===== src/hdl/qapm_pkg.sv =====
// Shared types, widths and constants for the quad attitude PD mixer.
// No dependencies; every other file in hdl/ imports this package.
`default_nettype none

package qapm_pkg;

   // Field and datapath widths
   localparam int unsigned AngleW   = 16;
   localparam int unsigned ErrW     = AngleW + 1;   // setpoint - angle
   localparam int unsigned DiffW    = ErrW + 1;     // error - previous error
   localparam int unsigned GainW    = 16;
   localparam int unsigned KdScaleW = 22;          // 50 * kd fits in 22 bits unsigned
   localparam int unsigned PropW    = GainW + 1 + ErrW;      // signed kp * err
   localparam int unsigned DerivW   = KdScaleW + 1 + DiffW;  // signed 50*kd * diff
   localparam int unsigned SumW     = DerivW + 1;
   localparam int unsigned GainShift = 14;          // Q8.8 gain and 1/64 degree angle
   localparam int unsigned TermW    = 12;           // +/-1500
   localparam int unsigned DutyW    = 22;
   localparam int unsigned MixW     = DutyW + 2;    // signed throttle +/- mix
   localparam int unsigned AddrW    = 5;
   localparam int unsigned DataW    = 32;

   localparam int TermLimit  = 1500;
   localparam int MixFactor  = 250;

   // Register map, word index = paddr[4:2]
   typedef enum logic [2:0] {
      REG_KP_GAIN       = 3'd0,
      REG_KD_GAIN       = 3'd1,
      REG_ROLL_SETPOINT = 3'd2,
      REG_PITCH_SETPOINT = 3'd3,
      REG_YAW_SETPOINT  = 3'd4,
      REG_BASE_THROTTLE = 3'd5,
      REG_MOTOR_MIN     = 3'd6,
      REG_MOTOR_MAX     = 3'd7
   } qapm_reg_type;

   typedef struct packed {
      logic signed [AngleW-1:0] roll_angle;
      logic signed [AngleW-1:0] pitch_angle;
      logic signed [AngleW-1:0] yaw_angle;
   } qapm_req_type;

   typedef struct packed {
      logic [DutyW-1:0] motor_one_duty;
      logic [DutyW-1:0] motor_two_duty;
      logic [DutyW-1:0] motor_three_duty;
      logic [DutyW-1:0] motor_four_duty;
   } qapm_rsp_type;

   typedef struct packed {
      logic [GainW-1:0]    kp_gain;
      logic [GainW-1:0]    kd_gain;
      logic [KdScaleW-1:0] kd_scaled;       // 50 * kd_gain, updated on write
      logic [AngleW-1:0]   roll_setpoint;
      logic [AngleW-1:0]   pitch_setpoint;
      logic [AngleW-1:0]   yaw_setpoint;
      logic [DutyW-1:0]    base_throttle;
      logic [DutyW-1:0]    motor_min;
      logic [DutyW-1:0]    motor_max;
   } qapm_cfg_type;

   localparam qapm_cfg_type CfgReset = '{
      kp_gain:        16'd5120,
      kd_gain:        16'd2048,
      kd_scaled:      22'd102400,
      roll_setpoint:  16'hFFE6,
      pitch_setpoint: 16'hFFED,
      yaw_setpoint:   16'd5728,
      base_throttle:  22'd1500000,
      motor_min:      22'd1000000,
      motor_max:      22'd2000000
   };

   // Per-stage load enables for the axis datapath
   typedef struct packed {
      logic accept;      // request taken into stage 1, previous error updates
      logic load_prod;   // stage 2: products
      logic load_term;   // stage 3: shifted, clamped term
   } qapm_pipe_ctl_type;

endpackage

`default_nettype wire


===== src/hdl/qapm_axis.sv =====
// One axis of the PD controller: error, products, shift and clamp in three stages.
// Depends on qapm_pkg; load enables come from the top level.
`default_nettype none

module qapm_axis
   import qapm_pkg::*;
(
   input  wire logic                     clock,
   input  wire logic                     reset,
   input  wire qapm_pipe_ctl_type        ctl,
   input  wire logic signed [AngleW-1:0] angle,
   input  wire logic        [AngleW-1:0] setpoint,
   input  wire logic        [GainW-1:0]  kp_gain,
   input  wire logic     [KdScaleW-1:0]  kd_scaled,
   output logic signed      [TermW-1:0]  term
);

   // Stage 1: err_ff is also the previous error for the next request
   logic signed [ErrW-1:0]   err_ff, err_in;
   logic signed [DiffW-1:0]  diff_ff, diff_in;
   // Stage 2
   logic signed [PropW-1:0]  prop_ff, prop_in;
   logic signed [DerivW-1:0] deriv_ff, deriv_in;
   // Stage 3
   logic signed [TermW-1:0]  term_ff, term_in;

   logic signed [SumW-1:0]   pd_sum;
   logic signed [SumW-1:0]   pd_biased;
   logic signed [SumW-1:0]   pd_shift;

   assign err_in  = $signed({setpoint[AngleW-1], setpoint}) - $signed({angle[AngleW-1], angle});
   assign diff_in = $signed({err_in[ErrW-1], err_in}) - $signed({err_ff[ErrW-1], err_ff});

   assign prop_in  = $signed({1'b0, kp_gain}) * err_ff;
   assign deriv_in = $signed({1'b0, kd_scaled}) * diff_ff;

   // Truncate toward zero: bias negatives before the arithmetic shift
   assign pd_sum    = prop_ff - deriv_ff;
   assign pd_biased = pd_sum + (pd_sum[SumW-1] ? SumW'((1 << GainShift) - 1) : '0);
   assign pd_shift  = pd_biased >>> GainShift;

   always_comb begin
      if (pd_shift > SumW'(TermLimit)) begin
         term_in = TermW'(TermLimit);
      end else if (pd_shift < -SumW'(TermLimit)) begin
         term_in = -TermW'(TermLimit);
      end else begin
         term_in = pd_shift[TermW-1:0];
      end
   end

   always_ff @(posedge clock) begin
      if (reset) begin
         err_ff <= '0;
      end else if (ctl.accept) begin
         err_ff <= err_in;
      end
   end

   always_ff @(posedge clock) begin
      if (ctl.accept) begin
         diff_ff <= diff_in;
      end
      if (ctl.load_prod) begin
         prop_ff  <= prop_in;
         deriv_ff <= deriv_in;
      end
      if (ctl.load_term) begin
         term_ff <= term_in;
      end
   end

   assign term = term_ff;

endmodule

`default_nettype wire


===== config.mk =====
export PLATFORM = sky130hd
export DESIGN_NAME = qapm_axis
export DESIGN_NICKNAME = d
export VERILOG_FILES = /design/src/hdl/qapm_pkg.sv /design/src/hdl/qapm_axis.sv
export SDC_FILE = /design/constraint.sdc
export NUM_CORES = 2
export LEC_CHECK = 0
export BUFFER_PORTS_ARGS = -buffer_cell sky130_fd_sc_hd__buf_2
export CAP_MARGIN = 20
export CORE_MARGIN = 4
export CORE_UTILIZATION = 49
export DETAILED_ROUTE_END_ITERATION = 6
export PLACE_DENSITY = 0.65
export SLEW_MARGIN = 10
export SYNTH_ARGS = -nofsm -noshare
export SYNTH_HDL_FRONTEND = slang
export SYNTH_SLANG_ARGS = --single-unit

===== constraint.sdc =====
create_clock -name clock -period 10.5 [get_ports clock]
set_input_delay 0.525 -clock clock [delete_from_list [all_inputs] [get_ports clock]]
set_output_delay 0.525 -clock clock [all_outputs]
set_load 0.02 [all_outputs]

==> impl_metrics.env <==
export IMPL_synth_edf_count=105
export IMPL_yosys_area_share_simple=0.168
export IMPL_drive_above_1_share=0.0489
export IMPL_ff2ff_setup_slack_ns=2.72
export IMPL_cp_end_kind="register"
export IMPL_die_w_um=259
export IMPL_core_area_mm2=0.0621
export IMPL_r2r_end="deriv_ff[37]"
export IMPL_dr_total_vias=22754
export IMPL_fin_worst_skew_ns=0.0164
export IMPL_required_ns=10.68
export IMPL_period_minus_slack_ns=7.78
export IMPL_slew_headroom=0.315
export IMPL_fmax_ghz=0.129
export IMPL_die_y_um=259
export IMPL_cts_tree="yes"
export IMPL_rows=91
export IMPL_ys_ff_latch=122
export IMPL_yosysUniqueCellTypes=89
export IMPL_grt_max_degree=76
export IMPL_async_flop_share=0
export IMPL_htree_levels=4
export IMPL_fin_ws_ns=2.72
export IMPL_syn_to_final_growth_pct=5.19
export IMPL_ys_seq_area_frac=0.113
export IMPL_design_area_mm2=0.0324
export IMPL_holdPathEnd="term[10]"
export IMPL_die_area_mm2=0.0670
export IMPL_status="completed"
export IMPL_final_nets=4402
export IMPL_final_common_cell="inv_1"
export IMPL_reg2reg_depth=23
export IMPL_io_pins=87
export IMPL_synth_top_family_by_area="adder cells"
export IMPL_antenna_found_initial=0
export IMPL_finalSetupTns_ns=0
export IMPL_maxCapViolCount=0
export IMPL_synthAdderAreaFrac=0.487
export IMPL_synth_area_mux_share=0.00698
export IMPL_r2r_start="diff_ff[3]"
export IMPL_synth_flop_cell="edfxtp_1"
export IMPL_hold_violations=0
export IMPL_ys_warn_count=0
export IMPL_grt_pass1_wl_um=119000
export IMPL_wl_um=71200
export IMPL_num_antenna_cells=0
export IMPL_routed_via_density=5.30
export IMPL_critPathKind="reg -> reg"
export IMPL_setup_viol=0
export IMPL_cts_root_buf="clkbuf_16"
export IMPL_postCtsSetupBuffers=0
export IMPL_clockBufferDepth=2
export IMPL_start_util=0.497
export IMPL_grt_use_total=0.219
export IMPL_cts_repair_resize_count=0
export IMPL_postRouteAntennaNets=0
export IMPL_placed_cell_area_mm2=0.0319
export IMPL_syn_avg_cell_area_um2=8.91
export IMPL_initialDrtViolationCount=1291
export IMPL_nFillCells=5867
export IMPL_synth_cells=3463
export IMPL_dp_slack_ns=2.76
export IMPL_hold_depth=1
export IMPL_hpwlAfterDp_um=58700
export IMPL_clock_sinks=122
export IMPL_first_pass_iters=5
export IMPL_io_buffers=86
export IMPL_start_kind="register"
export IMPL_grt_pass1_vias=22770
export IMPL_synth_compound_gate_area_share=0.0862
export IMPL_utilization=0.523
export IMPL_gp_congestion=0.915
export IMPL_rsz0062_at_grt="false"
export IMPL_syn_nets=4420
export IMPL_drc=0
export IMPL_hold_class="in -> reg"
export IMPL_syn_cell_area_mm2=0.0308
export IMPL_grt_overflow=0
export IMPL_synth_xor_area_frac=0.0344
export IMPL_clk_pin_slew_ns=0.06
export IMPL_cts_hold_buffers=0
export IMPL_final_cell_mix="inv_1, fa_1, nand2_1, ha_1, and2_1"
export IMPL_wl_per_cell_um=16.6
export IMPL_numCtsBuffers=17
export IMPL_finalCritPeriodShare=0.741
export IMPL_hold_start="ctl[0]"
export IMPL_slew_violations=0
export IMPL_worstPathArrival_ns=7.96
export IMPL_clock_latency_ns=0.45
export IMPL_crit_fanout=22
export IMPL_worst_pin_slew_ns=1.03
-- flip-flops by register name, summed over array words and instances, names as in the netlist --
signal	cells
deriv_ff	41
diff_ff	18
err_ff	17
prop_ff	34
term	12
-- worst max-delay path, stage by stage (launching register included) --
cell	delay, ns
edfxtp_1	0.87
nand2_1	0.18
fa_1	0.57
inv_1	0.06
fa_1	0.53
inv_1	0.05
fa_1	0.49
fa_1	0.55
inv_1	0.05
fa_1	0.50
fa_1	0.42
ha_1	0.37
and2_1	0.17
o21ai_0	0.10
o211a_1	0.17
o31ai_1	0.57
a221oi_1	0.21
a21oi_1	0.26
a21oi_1	0.13
o311ai_0	0.35
o2111ai_1	0.21
a21boi_0	0.34
mux2i_1	0.22
o2111ai_1	0.12
-- cells by family (layout without fill, tap and decap cells) --
| group | after synthesis | in the layout |
|---|---|---|
| DFF | 122 | 122 |
| adders and majority gates | 882 | 882 |
| and+or+nand+nor | 1070 | 1070 |
| AOI/OAI and AO/OA | 399 | 399 |
| muxes | 21 | 21 |
| xor gates and xnor gates | 119 | 119 |
| buffers and inverters | 850 | 845 |
-- cell usage after synthesis, types with 8 or more instances --
cell      count  area share
dfxtp_1      17       0.011
nand3_1      32      0.0052
a211oi_1     19      0.0046
buf_2         9      0.0015
nor2_1      130       0.016
a21oi_1     121       0.020
nand2_1     478       0.058
and3_1       14      0.0028
ha_1        350        0.14
nand4_1      14      0.0028
o211ai_1     12      0.0029
a41oi_1       8      0.0023
a21boi_0     11      0.0027
fa_1        532        0.35
o21ai_0      77       0.012
a21o_1       34      0.0083
xor2_1       37       0.011
nor3_1       37      0.0060
nor2b_1      19      0.0039
and2_1      246       0.050
mux2i_1      19      0.0062
inv_1       712       0.087
o21a_1       17      0.0041
o21bai_1     15      0.0037
edfxtp_1    105        0.10
nand2b_1     52       0.011
clkbuf_1    124       0.015
xnor2_1      81       0.023
o21ai_1       8      0.0013
-- routing by layer --
metal  GRT usage  part of all wire  vias up  routed length [µm]
met3      0.0248             0.049       83                3480
met4      0.0535             0.023        0                1600
met5           0                 0        -                   0
li1            -                 -    10769                   -
met1       0.319              0.47    11358               33200
met2       0.353              0.46      544               32900
-- metrics by stage --
step                hold WS [ns]  std cells
finish                     0.466       4295
detailed placement         0.515       4262
global route               0.466       4295
floorplan                  0.517       3463
CTS                        0.453       4294
global placement           0.507       4262
-- cell type report --
class	instances	area, µm²	share of cell area
multi-input combinational	2491	24100	0.744
sequential	122	3490	0.108
inverter	714	2680	0.0826
tap	837	1050	0.0323
timing repair buffer	99	531	0.0164
clock buffer	18	439	0.0135
clock inverter	14	114	0.00351
-- how the worst max path moves through the flow --
stage	start	end	slack [ns]	cells past startpoint
after floorplan	kd_scaled[8]	deriv_ff[37]	3.44	24
after global placement	diff_ff[3]	deriv_ff[37]	2.87	23
after detailed placement	diff_ff[3]	deriv_ff[37]	2.76	23
after CTS	diff_ff[3]	deriv_ff[37]	2.72	23
after global routing	diff_ff[0]	deriv_ff[37]	2.12	27
final	diff_ff[3]	deriv_ff[37]	2.72	23
Power is left out: the tool's default activity adds up to more than one toggle a clock period on the data nets, which glitch-free logic cannot reach.
