## config.mk

```make
export PLATFORM = sky130hd
export DESIGN_NAME = qapm_mix
export DESIGN_NICKNAME = d
export VERILOG_FILES = /design/src/hdl/qapm_pkg.sv /design/src/hdl/qapm_mix.sv
export SDC_FILE = /design/constraint.sdc
export NUM_CORES = 1
export LEC_CHECK = 0
export BUFFER_PORTS_ARGS = -buffer_cell sky130_fd_sc_hd__buf_4
export CAP_MARGIN = 20
export CORE_UTILIZATION = 40
export DETAILED_ROUTE_END_ITERATION = 10
export PLACE_DENSITY = 0.62
export SYNTH_ARGS = -nofsm -noshare
export SYNTH_HDL_FRONTEND = slang
export SYNTH_SLANG_ARGS = --single-unit
```

## constraint.sdc

```tcl
create_clock -name vclk -period 13.38
set_clock_uncertainty 0.05 [all_clocks]
set_input_delay 0 -clock vclk [all_inputs]
set_output_delay 0 -clock vclk [all_outputs]
set_load 0.02 [all_outputs]
```

## src/hdl/qapm_pkg.sv

```systemverilog
// Shared types, widths and constants for the quad attitude PD mixer.
// No dependencies; every other file in hdl/ imports this package.
`default_nettype none

package qapm_pkg;

   // Field and datapath widths
   localparam int unsigned AngleW   = 16;
   localparam int unsigned ErrW     = AngleW + 1;   // setpoint - angle
   localparam int unsigned DiffW    = ErrW + 1;     // error - previous error
   localparam int unsigned GainW    = 16;
   localparam int unsigned KdScaleW = 22;          // 50 * kd fits in 22 bits unsigned
   localparam int unsigned PropW    = GainW + 1 + ErrW;      // signed kp * err
   localparam int unsigned DerivW   = KdScaleW + 1 + DiffW;  // signed 50*kd * diff
   localparam int unsigned SumW     = DerivW + 1;
   localparam int unsigned GainShift = 14;          // Q8.8 gain and 1/64 degree angle
   localparam int unsigned TermW    = 12;           // +/-1500
   localparam int unsigned DutyW    = 22;
   localparam int unsigned MixW     = DutyW + 2;    // signed throttle +/- mix
   localparam int unsigned AddrW    = 5;
   localparam int unsigned DataW    = 32;

   localparam int TermLimit  = 1500;
   localparam int MixFactor  = 250;

   // Register map, word index = paddr[4:2]
   typedef enum logic [2:0] {
      REG_KP_GAIN       = 3'd0,
      REG_KD_GAIN       = 3'd1,
      REG_ROLL_SETPOINT = 3'd2,
      REG_PITCH_SETPOINT = 3'd3,
      REG_YAW_SETPOINT  = 3'd4,
      REG_BASE_THROTTLE = 3'd5,
      REG_MOTOR_MIN     = 3'd6,
      REG_MOTOR_MAX     = 3'd7
   } qapm_reg_type;

   typedef struct packed {
      logic signed [AngleW-1:0] roll_angle;
      logic signed [AngleW-1:0] pitch_angle;
      logic signed [AngleW-1:0] yaw_angle;
   } qapm_req_type;

   typedef struct packed {
      logic [DutyW-1:0] motor_one_duty;
      logic [DutyW-1:0] motor_two_duty;
      logic [DutyW-1:0] motor_three_duty;
      logic [DutyW-1:0] motor_four_duty;
   } qapm_rsp_type;

   typedef struct packed {
      logic [GainW-1:0]    kp_gain;
      logic [GainW-1:0]    kd_gain;
      logic [KdScaleW-1:0] kd_scaled;       // 50 * kd_gain, updated on write
      logic [AngleW-1:0]   roll_setpoint;
      logic [AngleW-1:0]   pitch_setpoint;
      logic [AngleW-1:0]   yaw_setpoint;
      logic [DutyW-1:0]    base_throttle;
      logic [DutyW-1:0]    motor_min;
      logic [DutyW-1:0]    motor_max;
   } qapm_cfg_type;

   localparam qapm_cfg_type CfgReset = '{
      kp_gain:        16'd5120,
      kd_gain:        16'd2048,
      kd_scaled:      22'd102400,
      roll_setpoint:  16'hFFE6,
      pitch_setpoint: 16'hFFED,
      yaw_setpoint:   16'd5728,
      base_throttle:  22'd1500000,
      motor_min:      22'd1000000,
      motor_max:      22'd2000000
   };

   // Per-stage load enables for the axis datapath
   typedef struct packed {
      logic accept;      // request taken into stage 1, previous error updates
      logic load_prod;   // stage 2: products
      logic load_term;   // stage 3: shifted, clamped term
   } qapm_pipe_ctl_type;

endpackage

`default_nettype wire

```

## src/hdl/qapm_mix.sv

```systemverilog
// Quad-X motor mixer: three axis terms into four clamped duties.
// Depends on qapm_pkg; purely combinational, registered by the top level.
`default_nettype none

module qapm_mix
   import qapm_pkg::*;
(
   input  wire logic signed [TermW-1:0] roll_term,
   input  wire logic signed [TermW-1:0] pitch_term,
   input  wire logic signed [TermW-1:0] yaw_term,
   input  wire logic        [DutyW-1:0] base_throttle,
   input  wire logic        [DutyW-1:0] motor_min,
   input  wire logic        [DutyW-1:0] motor_max,
   output qapm_rsp_type                 duty
);

   logic signed [TermW:0]  sum_a, sum_b;
   logic signed [MixW-1:0] mix_a, mix_b, thr;

   function automatic logic [DutyW-1:0] limit_duty(
      input logic signed [MixW-1:0] v,
      input logic        [DutyW-1:0] mx,
      input logic        [DutyW-1:0] mn
   );
      logic signed [MixW-1:0] r;
      r = v;
      if (r > $signed({2'b00, mx})) r = $signed({2'b00, mx});
      if (r < $signed({2'b00, mn})) r = $signed({2'b00, mn});   // min wins
      return r[DutyW-1:0];
   endfunction

   assign sum_a = $signed({pitch_term[TermW-1], pitch_term}) + $signed({yaw_term[TermW-1], yaw_term});
   assign sum_b = $signed({roll_term[TermW-1], roll_term}) - $signed({yaw_term[TermW-1], yaw_term});
   assign mix_a = sum_a * $signed(MixW'(MixFactor));
   assign mix_b = sum_b * $signed(MixW'(MixFactor));
   assign thr   = $signed({2'b00, base_throttle});

   assign duty.motor_one_duty   = limit_duty(thr + mix_a, motor_max, motor_min);
   assign duty.motor_two_duty   = limit_duty(thr - mix_a, motor_max, motor_min);
   assign duty.motor_three_duty = limit_duty(thr + mix_b, motor_max, motor_min);
   assign duty.motor_four_duty  = limit_duty(thr - mix_b, motor_max, motor_min);

endmodule

`default_nettype wire

```

==> results of run 1 <==
## per-layer routing
layer	up-vias	wire (µm)	GRT usage, %
met2	416	24800	44.0
met3	72	1810	0.658
met5	-	14	0
met1	7172	24500	33.0
met4	2	1890	7.84
li1	7607	-	-
## layout make-up
cell class,instances,area [µm²]
multi-input combinational,1704,14800
fill,4029,21100
inverter,325,1220
timing repair buffer,259,2010
tap,525,657
antenna,1,2.50
## cell families after synthesis
| group | Yosys count | synth area share (%) |
|---|---|---|
| buffers and inverters | 375 | 9.11 |
| and+or+nand+nor | 457 | 13.6 |
| AOI/OAI and AO/OA | 509 | 20.3 |
| adders and majority gates | 456 | 39.3 |
| xor gates and xnor gates | 158 | 8.61 |
| muxes | 124 | 9.06 |
## through the flow
step | util [%] | area [µm²]
2_1_floorplan | - | 16200
3_3_place_gp | 46.6 | 18600
3_5_place_dp | 46.7 | 18600
4_1_cts | 46.7 | 18600
5_1_grt | 47.0 | 18700
6_report | 47.0 | 18700
## what timing repair did
item                       4_1_cts  5_1_grt
resized for setup                1       29
cloned                           0        0
setup endpoints to repair       22       87
buffers inserted                 0        1
pin swaps                        0        2
## cell usage after synthesis (42+ instances only)
master | count | area share, %
xnor2_1 | 119 | 6.5
mux2_2 | 42 | 2.9
a21o_1 | 70 | 3.3
a21oi_1 | 135 | 4.2
nand2_1 | 127 | 3.0
inv_1 | 319 | 7.4
nor2b_1 | 44 | 1.7
mux2_1 | 49 | 3.4
ha_1 | 369 | 29
nor2_1 | 136 | 3.2
fa_1 | 86 | 11
o21ai_0 | 128 | 4.0
## worst max-delay path by stage
stage,from,end,slack [ps],cells after the start
final,yaw_term[1],duty[69],620,52
after global routing,yaw_term[0],duty[74],1,61
after CTS,yaw_term[1],duty[73],40,53
after detailed placement,yaw_term[1],duty[73],-170,53
after global placement,pitch_term[1],duty[73],-60,55
after floorplan,pitch_term[0],duty[45],1930,56
==> results.yml, run 1 <==
timing:
  post-route-min-period_ps: 12760
  achievable-frequency_ghz: 0.0784
  rsz0062_at_grt: "no"
  tightest_slew_ps: 839
  post-route-worst-setup-slack_ps: 619
  hold_viol: 0
  hold_slack_ps: 308
  finalSetupViolations: 0
  relSlewSlack_pct: 42.6
  fin_crit_sh_pct: 95.4
  fin_tns_setup_ps: 0
  finalMaxSlewViolations: 0
drt:
  drt-wirelength-per-cell_um: 18.8
  drt_iter0_drc: 701
  drtPass1Iterations: 5
  wl_mm: 53.0
  vias_per_cell: 5.43
  vias: 15300
  route.detailed.drc: 0
  ant_nets: 0
floorplan:
  start_util_pct: 40.6
  rows: 73
  coreArea_um2: 39800
  fp.dieW_um: 203
  io_pins: 190
  die-area_um2: 41200
  fp.dieH_um: 203
setup_path:
  slowest_delay_ps: 610
  worstPathRequired_ps: 13330
  slowest_stage: "nor4_1"
  crit_fanout: 22
  crit_buf_inv: 8
  worst_setup_path_start_kind: "input port"
  path_class: "input port to primary output"
  cpMostUsedCell: "ha_1"
  cp-end-kind: "primary output"
  critPathArrivalTime_ps: 12710
  crit_family: "compound AO/OA/AOI/OAI gates"
cells_and_area:
  clkbuf_count: 0
  seq_area_um2: 0
  drive_above_1_share_pct: 16.5
  layout_commonest_cell: "ha_1"
  syn2layout_area_growth_pct: 16.0
  fin_cells: 2814
  finalNetCount: 2847
  final_cell_mix: "367 x ha_1, 319 x inv_1, 253 x buf_4"
  seq_cells: 0
synthesis:
  syn_area_um2: 16200
  netlist_instances: 2079
  synth_nets: 2636
  synthDistinctLibCells: 83
  seq_area_frac_synth_pct: 0
  yosys_warnings: 0
  synth.avg_cell_area_um2: 7.77
min_path:
  hold_class: "input port to primary output"
  holdPathStages: 3
  hp-start: "motor_min[15]"
  holdPathEnd: "duty[59]"
grt:
  grt_max_degree: 42
  overflow: 0
  grtUsageTotal_pct: 25.0
  grt_pass1_wl_mm: 82.0
  grt_pass1_vias: 15100
  antenna_found_initial: 2
placement:
  dpl_worst_slack_ps: -169
  place_hpwl_mm: 47.6
  io_buffers: 190
  dp.cells: 2812
  place_congestion: 0.934
job:
  maxCapViolCount: 0
clock_network:
  ctsHoldBuffers: 0
outcome:
  status: "finished, final reports clean"
Power of run 1 is left out: the tool's default activity adds up to more than one toggle a clock period on the data nets, which glitch-free logic cannot reach.
==> run 2: changes to the inputs <==
Settings changed: PLACE_DENSITY 0.62 to unset.
Clock period 13.38 ns to 16.3 ns, I/O delays scaled along.
==> run 2 against run 1 <==
  * Critical path depth rose by 1
  * Cell count decreased by 2.0%
  * Critical endpoint is now duty[72]
  * Highest routed layer unchanged
  * Sequential share of layout area unchanged
  * Final area fell by 3.3%
  * Largest cell class unchanged
  * Via count is 1.3% lower
  * Worst hold slack lost 1.5 ps
  * Core utilization fell by 1.5 points
==> results.yml, run 2 (synthesis results as in run 1) <==
cells_and_area:
  stdcell_area_um2: 18100
  seq_area_um2: 0
  layout_commonest_cell: "ha_1"
  drive_above_1_share_pct: 13.5
  seq_cells: 0
  clkbuf_count: 0
  syn2layout_area_growth_pct: 12.2
  finalNetCount: 2790
  final_util_pct: 45.5
  final_cell_mix: "369 x ha_1, 319 x inv_1, 202 x buf_4"
placement:
  place_hpwl_mm: 47.6
  place_congestion: 0.950
  dpl_worst_slack_ps: 1960
  placed_area_um2: 18100
  io_buffers: 190
timing:
  finalSetupViolations: 0
  achievable-frequency_ghz: 0.0692
  relSlewSlack_pct: 39.0
  fin_crit_sh_pct: 88.7
  rsz0062_at_grt: "no"
  fin_tns_setup_ps: 0
  post-route-min-period_ps: 14460
  hold_viol: 0
  tightest_slew_ps: 908
  finalMaxSlewViolations: 0
  post-route-worst-setup-slack_ps: 1840
min_path:
  hp-start: "motor_min[8]"
  holdPathEnd: "duty[30]"
  hold_class: "input port to primary output"
  holdPathStages: 3
grt:
  grt_max_degree: 42
  overflow: 0
  antenna_found_initial: 3
  grt_pass1_wl_mm: 82.8
  grtUsageTotal_pct: 25.3
  grt_pass1_vias: 14900
setup_path:
  slowest_stage: "o31ai_1"
  worstPathRequired_ps: 16250
  crit_fanout: 22
  cp-end-kind: "primary output"
  slowest_delay_ps: 800
  critPathArrivalTime_ps: 14410
  worst_setup_path_start_kind: "input port"
  cpMostUsedCell: "a21oi_1"
  path_class: "input port to primary output"
floorplan:
  die-area_um2: 41200
  fp.dieW_um: 203
  fp.dieH_um: 203
  io_pins: 190
  start_util_pct: 40.6
  rows: 73
  coreArea_um2: 39800
drt:
  ant_nets: 0
  vias_per_cell: 5.47
  drt-wirelength-per-cell_um: 19.4
  route.detailed.drc: 0
  drt_iter0_drc: 934
  drtPass1Iterations: 5
  wl_mm: 53.5
  vias: 15100
clock_network:
  cts_setup_buffers: 0
  ctsHoldBuffers: 0
  post_cts_resized: 0
job:
  maxCapViolCount: 0
outcome:
  status: "finished, final reports clean"
[run 2: cell count changes in the layout (fill, tap and decap cells not counted), moves of 3 or more]
cell / delta
xnor2_2: -5
xnor2_1: +5
buf_12: -3
o21ai_0: +6
buf_4: -51
o21ai_1: -6
[run 2: layout make-up]
type | count | area, µm²
inverters | 325 | 1220
fillers | 4080 | 21700
diodes | 1 | 2.50
repair buffers | 202 | 1520
multi-input cells | 1704 | 14700
well taps | 525 | 657
[run 2: per-layer routing]
| metal | global-route usage (%) | vias up | part of all wire (%) |
|---|---|---|---|
| met5 | 0 | - | 0.064 |
| met4 | 6.95 | 4 | 3.1 |
| met3 | 1.62 | 62 | 4.1 |
| met2 | 44.3 | 434 | 47 |
| met1 | 33.4 | 7091 | 46 |
| li1 | - | 7487 | - |
[run 2: worst max path at each step]
stage	start	to	slack (ps)	cells past startpoint
2_1_floorplan	pitch_term[0]	duty[45]	4850	56
3_3_place_gp	yaw_term[0]	duty[73]	2050	53
3_5_place_dp	yaw_term[0]	duty[73]	1960	53
4_1_cts	yaw_term[0]	duty[73]	1910	53
5_1_grt	yaw_term[0]	duty[72]	920	53
6_report	yaw_term[0]	duty[72]	1840	53
[run 2: stage by stage]
stage	std cells	hold WS, ps
6_report	2757	306
2_1_floorplan	2079	110
4_1_cts	2756	307
3_3_place_gp	2756	295
5_1_grt	2756	322
3_5_place_dp	2756	300
[run 2: critical path: cells and delay by family]
family	cells	cell delay, ps
buf+inv	8	1330
fa+ha+maj	9	3570
compound gates	18	4450
simple gates	10	2000
xor+xnor	5	1700
mux	3	1330
Power of run 2 is left out for the same reason.
==> run 3: changes to the inputs <==
Settings changed: RECOVER_POWER set to 25, REMOVE_ABC_BUFFERS set to 1.
==> run 3 against run 2 <==
  * Highest routed layer is now met4
  * Sequential share of layout area is the same
  * Critical path type unchanged
  * Critical path depth stayed put
  * Final area shrank 0.32%
  * Via count decreased by 0.48%
  * The run now ends with capacitance limit, slew limit left
==> results.yml, run 3 (synthesis results as in run 1) <==
grt:
  grtUsageTotal_pct: 24.9
  antenna_found_initial: 1
  grt_pass1_vias: 14900
  grt_max_degree: 41
  grt_pass1_wl_mm: 81.4
  overflow: 0
setup_path:
  slowest_delay_ps: 800
  path_class: "input port to primary output"
  cp-end-kind: "primary output"
  worst_setup_path_start_kind: "input port"
  crit_fanout: 22
  crit_family: "compound AO/OA/AOI/OAI gates"
  crit_buf_inv: 8
  cpMostUsedCell: "a21oi_1"
  worstPathRequired_ps: 16250
  slowest_stage: "o31ai_1"
  critPathArrivalTime_ps: 14630
floorplan:
  die-area_um2: 41200
  coreArea_um2: 39800
  start_util_pct: 40.6
  io_pins: 190
  fp.dieH_um: 203
  fp.dieW_um: 203
  rows: 73
cells_and_area:
  layout_commonest_cell: "ha_1"
  final_cell_mix: "369 x ha_1, 319 x inv_1, 188 x buf_4"
  drive_above_1_share_pct: 12.8
  finalNetCount: 2792
  seq_cells: 0
  seq_area_um2: 0
  syn2layout_area_growth_pct: 11.8
  clkbuf_count: 0
min_path:
  holdPathEnd: "duty[33]"
  hp-start: "motor_min[11]"
  hold_class: "input port to primary output"
  holdPathStages: 3
outcome:
  violations: "capacitance limit, slew limit"
  status: "complete, but fails checks"
job:
  maxCapViolCount: 1
drt:
  wl_mm: 52.8
  drtPass1Iterations: 5
  drt_iter0_drc: 774
  drt-wirelength-per-cell_um: 19.1
  route.detailed.drc: 0
  ant_nets: 0
  vias_per_cell: 5.44
  vias: 15000
placement:
  place_congestion: 0.929
  io_buffers: 190
  place_hpwl_mm: 47.4
timing:
  hold_viol: 0
  finalSetupViolations: 0
  fin_tns_setup_ps: 0
  fin_crit_sh_pct: 90.1
  achievable-frequency_ghz: 0.0681
  tightest_slew_ps: 1570
  rsz0062_at_grt: "no"
  finalMaxSlewViolations: 9
  relSlewSlack_pct: -5.62
  post-route-min-period_ps: 14680
clock_network:
  cts_setup_buffers: 0
  post_cts_resized: 0
  ctsHoldBuffers: 0
[run 3: cell types whose count changed in the layout (fill, tap and decap cells not counted), sizes merged]
cell | before | now
clkbuf | 0 | 15
buf | 202 | 189
[run 3: layer usage]
metal	wire length, µm	up-vias	GRT usage [%]
li1	-	7500	-
met1	24400	7094	33.5
met2	25000	381	43.9
met3	2010	30	0.883
met4	1320	0	5.85
met5	0	-	0
[run 3: layout make-up]
cell class         count  area (µm²)
repair buffers       204        1480
well taps            525         657
fillers             4114       21800
inverters            325        1220
diodes                 1        2.50
multi-input cells   1704       14700
[run 3: worst min-delay path, cell delays in order]
cell	delay [ps]
buf_4	100
mux2_1	120
buf_4	130
[run 3: worst max-delay path by stage]
stage | from | end | depth (start not counted)
floorplan | pitch_term[1] | duty[66] | 50
global placement | yaw_term[0] | duty[71] | 53
detailed placement | yaw_term[0] | duty[71] | 53
CTS | yaw_term[0] | duty[71] | 53
global route | yaw_term[0] | duty[71] | 53
finish | yaw_term[0] | duty[71] | 53
[run 3: through the flow]
step           util [%]  instances  setup WS (ps)  area [µm²]  hold slack (ps)
2_1_floorplan         -       2029           3530       15900              110
3_3_place_gp       45.5       2757           1820       18100              298
3_5_place_dp       45.5       2758           1800       18100              298
4_1_cts            45.5       2758           1740       18100              304
5_1_grt            45.3       2758            712       18100              316
6_report           45.4       2759           1620       18100              304
Power of run 3 is left out for the same reason.
