--- config.mk ---
export PLATFORM = sky130hd
export DESIGN_NAME = qapm_regs
export DESIGN_NICKNAME = d
export VERILOG_FILES = /design/src/hdl/qapm_pkg.sv /design/src/hdl/qapm_regs.sv
export SDC_FILE = /design/constraint.sdc
export NUM_CORES = 1
export LEC_CHECK = 0
export BUFFER_PORTS_ARGS = -buffer_cell sky130_fd_sc_hd__buf_2
export CORE_MARGIN = 4
export CORE_UTILIZATION = 45
export CTS_CLUSTER_DIAMETER = 60
export CTS_CLUSTER_SIZE = 12
export DETAILED_ROUTE_END_ITERATION = 10
export PLACE_DENSITY = 0.79
export SETUP_SLACK_MARGIN = 0.3
export SLEW_MARGIN = 10
export SYNTH_ARGS = -nofsm -noshare
export SYNTH_HDL_FRONTEND = slang
export SYNTH_SLANG_ARGS = --single-unit
--- constraint.sdc ---
create_clock -name clock -period 3.1 [get_ports clock]
set_input_delay 0.62 -clock clock [delete_from_list [all_inputs] [get_ports clock]]
set_output_delay 0.62 -clock clock [all_outputs]
set_load 0.01 [all_outputs]
--- src/hdl/qapm_pkg.sv ---
// Shared types, widths and constants for the quad attitude PD mixer.
// No dependencies; every other file in hdl/ imports this package.
`default_nettype none

package qapm_pkg;

   // Field and datapath widths
   localparam int unsigned AngleW   = 16;
   localparam int unsigned ErrW     = AngleW + 1;   // setpoint - angle
   localparam int unsigned DiffW    = ErrW + 1;     // error - previous error
   localparam int unsigned GainW    = 16;
   localparam int unsigned KdScaleW = 22;          // 50 * kd fits in 22 bits unsigned
   localparam int unsigned PropW    = GainW + 1 + ErrW;      // signed kp * err
   localparam int unsigned DerivW   = KdScaleW + 1 + DiffW;  // signed 50*kd * diff
   localparam int unsigned SumW     = DerivW + 1;
   localparam int unsigned GainShift = 14;          // Q8.8 gain and 1/64 degree angle
   localparam int unsigned TermW    = 12;           // +/-1500
   localparam int unsigned DutyW    = 22;
   localparam int unsigned MixW     = DutyW + 2;    // signed throttle +/- mix
   localparam int unsigned AddrW    = 5;
   localparam int unsigned DataW    = 32;

   localparam int TermLimit  = 1500;
   localparam int MixFactor  = 250;

   // Register map, word index = paddr[4:2]
   typedef enum logic [2:0] {
      REG_KP_GAIN       = 3'd0,
      REG_KD_GAIN       = 3'd1,
      REG_ROLL_SETPOINT = 3'd2,
      REG_PITCH_SETPOINT = 3'd3,
      REG_YAW_SETPOINT  = 3'd4,
      REG_BASE_THROTTLE = 3'd5,
      REG_MOTOR_MIN     = 3'd6,
      REG_MOTOR_MAX     = 3'd7
   } qapm_reg_type;

   typedef struct packed {
      logic signed [AngleW-1:0] roll_angle;
      logic signed [AngleW-1:0] pitch_angle;
      logic signed [AngleW-1:0] yaw_angle;
   } qapm_req_type;

   typedef struct packed {
      logic [DutyW-1:0] motor_one_duty;
      logic [DutyW-1:0] motor_two_duty;
      logic [DutyW-1:0] motor_three_duty;
      logic [DutyW-1:0] motor_four_duty;
   } qapm_rsp_type;

   typedef struct packed {
      logic [GainW-1:0]    kp_gain;
      logic [GainW-1:0]    kd_gain;
      logic [KdScaleW-1:0] kd_scaled;       // 50 * kd_gain, updated on write
      logic [AngleW-1:0]   roll_setpoint;
      logic [AngleW-1:0]   pitch_setpoint;
      logic [AngleW-1:0]   yaw_setpoint;
      logic [DutyW-1:0]    base_throttle;
      logic [DutyW-1:0]    motor_min;
      logic [DutyW-1:0]    motor_max;
   } qapm_cfg_type;

   localparam qapm_cfg_type CfgReset = '{
      kp_gain:        16'd5120,
      kd_gain:        16'd2048,
      kd_scaled:      22'd102400,
      roll_setpoint:  16'hFFE6,
      pitch_setpoint: 16'hFFED,
      yaw_setpoint:   16'd5728,
      base_throttle:  22'd1500000,
      motor_min:      22'd1000000,
      motor_max:      22'd2000000
   };

   // Per-stage load enables for the axis datapath
   typedef struct packed {
      logic accept;      // request taken into stage 1, previous error updates
      logic load_prod;   // stage 2: products
      logic load_term;   // stage 3: shifted, clamped term
   } qapm_pipe_ctl_type;

endpackage

`default_nettype wire

--- src/hdl/qapm_regs.sv ---
// Configuration register file with APB-style write and read.
// Depends on qapm_pkg.
`default_nettype none

module qapm_regs
   import qapm_pkg::*;
(
   input  wire logic             clock,
   input  wire logic             reset,
   input  wire logic             csr_psel,
   input  wire logic             csr_penable,
   input  wire logic             csr_pwrite,
   input  wire logic [AddrW-1:0] csr_paddr,
   input  wire logic [DataW-1:0] csr_pwdata,
   output logic      [DataW-1:0] csr_prdata,
   output qapm_cfg_type          cfg
);

   qapm_cfg_type      cfg_ff, cfg_in;
   qapm_reg_type      reg_sel;
   logic              wr_en;
   logic [GainW-1:0]  wdata16;
   logic [KdScaleW-1:0] kd_scaled_wr;

   assign reg_sel = qapm_reg_type'(csr_paddr[AddrW-1:2]);
   assign wr_en   = csr_psel & csr_penable & csr_pwrite;
   assign wdata16 = csr_pwdata[GainW-1:0];

   // 50 = 32 + 16 + 2
   assign kd_scaled_wr = KdScaleW'({wdata16, 5'b0}) + KdScaleW'({wdata16, 4'b0})
                       + KdScaleW'({wdata16, 1'b0});

   always_comb begin
      cfg_in = cfg_ff;
      if (wr_en) begin
         case (reg_sel)
            REG_KP_GAIN:        cfg_in.kp_gain = wdata16;
            REG_KD_GAIN: begin
               cfg_in.kd_gain   = wdata16;
               cfg_in.kd_scaled = kd_scaled_wr;
            end
            REG_ROLL_SETPOINT:  cfg_in.roll_setpoint  = wdata16;
            REG_PITCH_SETPOINT: cfg_in.pitch_setpoint = wdata16;
            REG_YAW_SETPOINT:   cfg_in.yaw_setpoint   = wdata16;
            REG_BASE_THROTTLE:  cfg_in.base_throttle  = csr_pwdata[DutyW-1:0];
            REG_MOTOR_MIN:      cfg_in.motor_min      = csr_pwdata[DutyW-1:0];
            REG_MOTOR_MAX:      cfg_in.motor_max      = csr_pwdata[DutyW-1:0];
            default:            cfg_in = cfg_ff;
         endcase
      end
   end

   always_ff @(posedge clock) begin
      if (reset) begin
         cfg_ff <= CfgReset;
      end else begin
         cfg_ff <= cfg_in;
      end
   end

   always_comb begin
      case (reg_sel)
         REG_KP_GAIN:        csr_prdata = DataW'(cfg_ff.kp_gain);
         REG_KD_GAIN:        csr_prdata = DataW'(cfg_ff.kd_gain);
         REG_ROLL_SETPOINT:  csr_prdata = DataW'(cfg_ff.roll_setpoint);
         REG_PITCH_SETPOINT: csr_prdata = DataW'(cfg_ff.pitch_setpoint);
         REG_YAW_SETPOINT:   csr_prdata = DataW'(cfg_ff.yaw_setpoint);
         REG_BASE_THROTTLE:  csr_prdata = DataW'(cfg_ff.base_throttle);
         REG_MOTOR_MIN:      csr_prdata = DataW'(cfg_ff.motor_min);
         REG_MOTOR_MAX:      csr_prdata = DataW'(cfg_ff.motor_max);
         default:            csr_prdata = '0;
      endcase
   end

   assign cfg = cfg_ff;

endmodule

`default_nettype wire

==> impl_metrics.env, run 1 <==
export IMPL_antenna_found_initial=0
export IMPL_synthFlopType="dfxtp_1"
export IMPL_whs_ns=0.432
export IMPL_drc=0
export IMPL_synth_area_leaders="dfxtp_1 40%, nand2_1 13%, a21oi_1 7.1%"
export IMPL_synth_seq_cells=164
export IMPL_startpoint_type="input port"
export IMPL_grt_pass1_vias=7711
export IMPL_avgViaCountPerCell=5.65
export IMPL_grt_setup_unrepaired="no"
export IMPL_power_density_nw_per_um2=485
export IMPL_timing_final_crit_share_pct=88.9
export IMPL_numPortBuffers=218
export IMPL_clkSlewWorstSetupHoldPaths_ns=0.06
export IMPL_num_rows=49
export IMPL_synth_xor_area_share_pct=0.744
export IMPL_worstMarginPinSlew_ns=0.913
export IMPL_worstPathArrival_ns=2.13
export IMPL_p_int_mw=3.60
export IMPL_grt_max_degree=63
export IMPL_grtUsageTotal_pct=26.5
export IMPL_finalSetupViolations=0
export IMPL_die_area_um2=20500
export IMPL_synth_simple_gate_area_share_pct=22.5
export IMPL_syn_inst=1029
export IMPL_dp_hpwl_mm=20.5
export IMPL_gp_congestion=0.899
export IMPL_initial_core_util_pct=45.9
export IMPL_worst_ep_required_time_ns=2.48
export IMPL_min_path_cells=3
export IMPL_wl_per_cell_um=19.1
export IMPL_syn_area_per_cell_um2=8.01
export IMPL_placed_cells=1432
export IMPL_p_sw_mw=1.36
export IMPL_synth_edf_count=0
export IMPL_muxShareOfSynthArea_pct=8.71
export IMPL_synth_top_family_by_area="simple AND/OR/NAND/NOR gates"
export IMPL_synthArstFlopShare_pct=0
export IMPL_grt_pass1_wl_mm=42.6
export IMPL_hp_class="input port to register"
export IMPL_dieHeight_um=143
export IMPL_num_vias=8263
export IMPL_yosysTopAreaCellShare_pct=39.8
export IMPL_power_mw=4.96
export IMPL_netlist_area_um2=8240
export IMPL_syn_to_final_growth_pct=24.1
export IMPL_yosys_area_share_adder_pct=6.35
export IMPL_path_cells="clkbuf_4 -> nor2b_1 -> buf_4 -> a22o_1 -> a221oi_1 -> nor2_1 -> buf_2"
export IMPL_leakage_nw=4.38
export IMPL_slew_headroom_pct=39.2
export IMPL_drive_gt1_share_pct=26.7
export IMPL_worst_skew_pair_late_latency_ns=0.42
export IMPL_cts_sinks=164
export IMPL_firstDrtPassIters=5
export IMPL_status="complete, no violations"
export IMPL_die_width_um=143
export IMPL_ioPinCount=242
export IMPL_layout_cells_non_filler=1463
export IMPL_grt_overflow_total=0
export IMPL_hold_buffers=0
export IMPL_yosys_warnings=0
export IMPL_pwr_share_comb_pct=15.8
export IMPL_slowest_stage="a221oi_1"
export IMPL_cts_path_max_buffers=2
export IMPL_synth_cell_type_count=56
export IMPL_final_nets=1300
export IMPL_fin_skew_ns=0
export IMPL_synth_compound_area_share_pct=15.2
export IMPL_maxSlewViolCount=0
export IMPL_drv_cap=0
export IMPL_power_frac_seq_pct=43.2
export IMPL_reg2reg_depth=3
export IMPL_end_kind="primary output"
export IMPL_pwr_share_clk_pct=40.9
export IMPL_fin_tns_setup_ns=0
export IMPL_cts_htree_levels=4
export IMPL_slowest_delay_ns=0.36
export IMPL_totalWireLength_mm=27.9
export IMPL_path_max_fanout=13
export IMPL_largest_reg_flops=164
export IMPL_cts_inserted_buffers=17
export IMPL_critical_path_class="input port to primary output"
export IMPL_ys_seq_area_share_pct=39.8
export IMPL_root_buffer="clkbuf_16"
export IMPL_period_needed_ns=2.75
export IMPL_ir_drop_mv=0.414
export IMPL_synth_largest_area_cell="dfxtp_1"
export IMPL_fmax_mhz=363
export IMPL_core_um2=18000
export IMPL_finalHoldViolCount=0
export IMPL_cts_tree="yes"
export IMPL_ant_nets=0
export IMPL_drt_iter0_markers=720
export IMPL_power_switching_fraction_pct=27.4
[area by class of cell]
cell class                 count  area, um^2
antenna                        1        2.50
inverter                      20        78.8
clock inverter                 8         104
multi-input combinational    754        4490
tap                          229         287
timing repair buffer         267        1540
fill                        1652        7740
sequential                   164        3280
clock buffer                  20         437
[routing by layer]
metal	up-vias	wire length (um)	GRT usage [%]
met5	-	0	0
met4	0	1200	12.8
met3	73	2400	5.86
met2	424	12900	41.0
met1	3904	11400	35.4
li1	3862	-	-
[cell usage in the layout, fill, tap and decap left out, types with 17 or more instances in the layout]
cell type,netlist,routed
a21oi_1,117,116
buf_2,22,215
buf_4,18,44
clkbuf_16,0,17
dfxtp_1,164,164
ha_1,21,20
inv_1,19,18
mux2i_1,38,38
nand2_1,287,287
nand3_1,49,49
nor2_1,45,44
[synth_stat cells (3+ instances only)]
master / instances
ha_1: 21
a211o_1: 4
nand2b_1: 4
a211oi_1: 7
clkbuf_1: 58
o21ai_0: 10
o211ai_1: 12
xnor2_1: 3
o21a_1: 4
o22a_1: 4
and3_1: 5
a22o_1: 4
xor2_1: 4
a21oi_1: 117
buf_1: 3
mux2i_1: 38
dfxtp_1: 164
inv_1: 19
nand4_1: 3
a21o_1: 3
nor2_1: 45
or3_1: 8
fa_1: 13
nor3_1: 10
mux2_2: 12
a31oi_1: 8
o22ai_1: 4
a221oi_1: 7
buf_4: 18
buf_2: 22
mux4_2: 9
nand3_1: 49
nor2b_1: 12
a22oi_1: 9
nand2_1: 287
[power by group through the flow]
stage,Combinational [mW],Sequential (mW),Clock (mW)
after CTS,0.771,2.14,2.04
after floorplan,0.501,2.20,0
after detailed placement,0.767,2.19,0
after global placement,0.761,2.19,0
final,0.785,2.14,2.03
after global routing,0.857,2.14,2.14
[per-stage QoR]
step	instance area [um^2]	worst slack [ns]	util, %
final	10200	0.345	56.9
after floorplan	8320	0.309	-
after detailed placement	9660	0.0724	53.8
after CTS	10200	0.325	56.8
after global routing	10200	0.313	56.9
after global placement	9660	0.0787	53.8
[worst max-delay path, delay by kind of cell]
| family | cells | cell delay, ns |
|---|---|---|
| AO/OA/AOI/OAI | 2 | 0.61 |
| buffers and inverters | 3 | 0.56 |
| AND/OR/NAND/NOR | 2 | 0.34 |
[logic make-up (layout without fill, tap and decap cells)]
logic type                 after synthesis  count (layout)
AOI/OAI and AO/OA                      206             206
xor gates and xnor gates                 7               7
adders and majority gates               34              34
buffers and inverters                  121             315
DFF                                    164             164
muxes                                   59              59
other                                    1              12
and+or+nand+nor                        437             437
[repair_timing]
action                                  CTS  global route
hold endpoints to repair                  0             0
endpoints found under the setup margin    0             4
gates resized for setup                   0             3
buffers inserted                          0             2
[path summary, 6_finish.rpt]
check	endpoint	from	slack, ns
max	csr_prdata[14]	csr_paddr[3]	0.35
min	cfg[20]$_SDFFE_PP1P_	csr_pwdata[20]	0.43
max reg2reg	cfg[135]$_SDFFE_PP0P_	cfg[135]$_SDFFE_PP0P_	2.14
min reg2reg	cfg[120]$_SDFFE_PP0P_	cfg[120]$_SDFFE_PP0P_	0.45
No activity file was read; power rests on OpenSTA's default activity.
==> inputs of run 2 (changes only) <==
--- a/config.mk
+++ b/config.mk
@@ -7,11 +7,11 @@
 export LEC_CHECK = 0
 export BUFFER_PORTS_ARGS = -buffer_cell sky130_fd_sc_hd__buf_2
 export CORE_MARGIN = 4
-export CORE_UTILIZATION = 45
+export CORE_UTILIZATION = 35
 export CTS_CLUSTER_DIAMETER = 60
 export CTS_CLUSTER_SIZE = 12
 export DETAILED_ROUTE_END_ITERATION = 10
-export PLACE_DENSITY = 0.79
+export PLACE_DENSITY = 0.65
 export SETUP_SLACK_MARGIN = 0.3
 export SLEW_MARGIN = 10
 export SYNTH_ARGS = -nofsm -noshare
==> constraint.sdc (replaced) <==
create_clock -name clock -period 3.1 [get_ports clock]
set_input_delay 0.93 -clock clock [delete_from_list [all_inputs] [get_ports clock]]
set_output_delay 0.93 -clock clock [all_outputs]
set_load 0.01 [all_outputs]
==> impl_metrics.env, run 2 (synthesis results as in run 1) <==
export IMPL_grtUsageTotal_pct=22.6
export IMPL_ir_drop_mv=0.310
export IMPL_drt_iter0_markers=569
export IMPL_cts_tree="yes"
export IMPL_grt_pass1_wl_mm=46.4
export IMPL_cts_htree_levels=4
export IMPL_grt_overflow_total=0
export IMPL_finalHoldViolCount=0
export IMPL_cts_sinks=164
export IMPL_totalWireLength_mm=30.4
export IMPL_slowest_stage="or3_4"
export IMPL_dp_hpwl_mm=22.3
export IMPL_num_rows=55
export IMPL_grt_setup_unrepaired="yes"
export IMPL_worst_path_most_repeated_cell="buf_12"
export IMPL_placed_cell_area_um2=10200
export IMPL_wl_per_cell_um=18.8
export IMPL_cts_path_max_buffers=2
export IMPL_die_area_um2=26100
export IMPL_antenna_found_initial=0
export IMPL_gp_congestion=0.921
export IMPL_path_max_fanout=7
export IMPL_num_vias=8396
export IMPL_slew_headroom_pct=52.3
export IMPL_final_area_um2=11400
export IMPL_syn_to_final_growth_pct=38.6
export IMPL_power_density_nw_per_um2=471
export IMPL_startpoint_type="input port"
export IMPL_worst_ep_required_time_ns=2.17
export IMPL_slowest_delay_ns=0.40
export IMPL_worstMarginPinSlew_ns=0.716
export IMPL_cts_inserted_buffers=17
export IMPL_worstPathArrival_ns=2.12
export IMPL_firstDrtPassIters=7
export IMPL_hp_class="register to register"
export IMPL_leakage_nw=4.86
export IMPL_avgViaCountPerCell=5.20
export IMPL_timing_final_crit_share_pct=98.3
export IMPL_grt_busiest_layer="met2"
export IMPL_final_nets=1365
export IMPL_largest_reg_flops=164
export IMPL_whs_ns=0.452
export IMPL_grt_max_degree=48
export IMPL_finalSetupViolations=0
export IMPL_met1_usage_pct=29.3
export IMPL_ioPinCount=242
export IMPL_worst_skew_pair_late_latency_ns=0.42
export IMPL_use_met2_pct=37.5
export IMPL_status="complete, no violations"
export IMPL_drv_cap=0
export IMPL_initial_core_util_pct=36.0
export IMPL_critical_path_class="input port to primary output"
export IMPL_fin_skew_ns=0
export IMPL_maxSlewViolCount=0
export IMPL_final_cell_mix="287 x nand2_1, 209 x buf_2, 164 x dfxtp_1"
export IMPL_die_width_um=161
export IMPL_grt_pass1_vias=8068
export IMPL_dieHeight_um=161
export IMPL_ant_nets=0
export IMPL_grtUsageMet3_pct=4.95
export IMPL_path_cells="buf_12 -> buf_12 -> or3_4 -> buf_6 -> o22a_1 -> buf_2"
export IMPL_diodes=0
export IMPL_root_buffer="clkbuf_16"
export IMPL_drc=0
export IMPL_period_needed_ns=3.05
export IMPL_end_kind="primary output"
export IMPL_numPortBuffers=218
export IMPL_final_common_cell="nand2_1"
export IMPL_clkSlewWorstSetupHoldPaths_ns=0.07
export IMPL_fmax_mhz=328
export IMPL_core_um2=22900
export IMPL_drive_gt1_share_pct=35.4
==> run 2: what timing repair did <==
item | 4_1_cts | 5_1_grt
hold buffers | 0 | 0
pin swaps | 14 | 31
gates resized for setup | 71 | 42
setup endpoints to repair | 28 | 32
buffers inserted | 4 | 4
cloned | 1 | 0
==> run 2: layout make-up <==
| cell class | instances | area [um^2] |
|---|---|---|
| Timing Repair Buffer | 332 | 2230 |
| Tap cell | 313 | 392 |
| Fill cell | 2247 | 11500 |
| Inverter | 20 | 77.6 |
| Clock inverter | 13 | 163 |
| Multi-Input combinational cell | 754 | 4830 |
| Clock buffer | 18 | 439 |
| Sequential cell | 164 | 3280 |
==> run 2: final timing paths <==
path | from | endpoint | slack, ns | depth (start not counted)
min reg2reg | cfg[123]$_SDFFE_PP0P_ | cfg[123]$_SDFFE_PP0P_ | 0.45 | 2
max | csr_paddr[3] | csr_prdata[8] | 0.05 | 6
min | cfg[123]$_SDFFE_PP0P_ | cfg[123]$_SDFFE_PP0P_ | 0.45 | 2
max reg2reg | cfg[135]$_SDFFE_PP0P_ | cfg[135]$_SDFFE_PP0P_ | 2.13 | 3
==> run 2: per-stage QoR <==
stage | total power, mW | std cells | utilization (%) | setup WS, ns | TNS [ns]
2_1_floorplan | 2.71 | 1039 | - | 0.0292 | 0
3_3_place_gp | 3.08 | 1574 | 44.7 | -0.224 | -4.22
3_5_place_dp | 3.09 | 1574 | 44.7 | -0.265 | -4.23
4_1_cts | 5.35 | 1610 | 48.8 | 0.0634 | 0
5_1_grt | 5.59 | 1614 | 49.8 | 0.0191 | 0
6_report | 5.38 | 1614 | 49.8 | 0.0540 | 0
==> run 2: routing by layer <==
layer	vias to the layer above	share of wire, %
met1	4007	42
met4	0	2.6
li1	4005	-
met5	-	0
met3	48	7.7
met2	336	48
==> run 2: power by group <==
group          switching [mW]  internal, mW  total (mW)  leakage (nW)
registers              0.0161          2.13        2.14          1.33
logic                   0.561         0.477        1.04          3.25
clock network           0.969          1.23        2.20         0.286
total                    1.55          3.84        5.38          4.86
==> run 2: worst max-delay path, delay by kind of cell <==
kind / cells / cell delay (ns)
compound gates: 1 / 0.22
buf+inv: 4 / 0.55
simple gates: 1 / 0.40
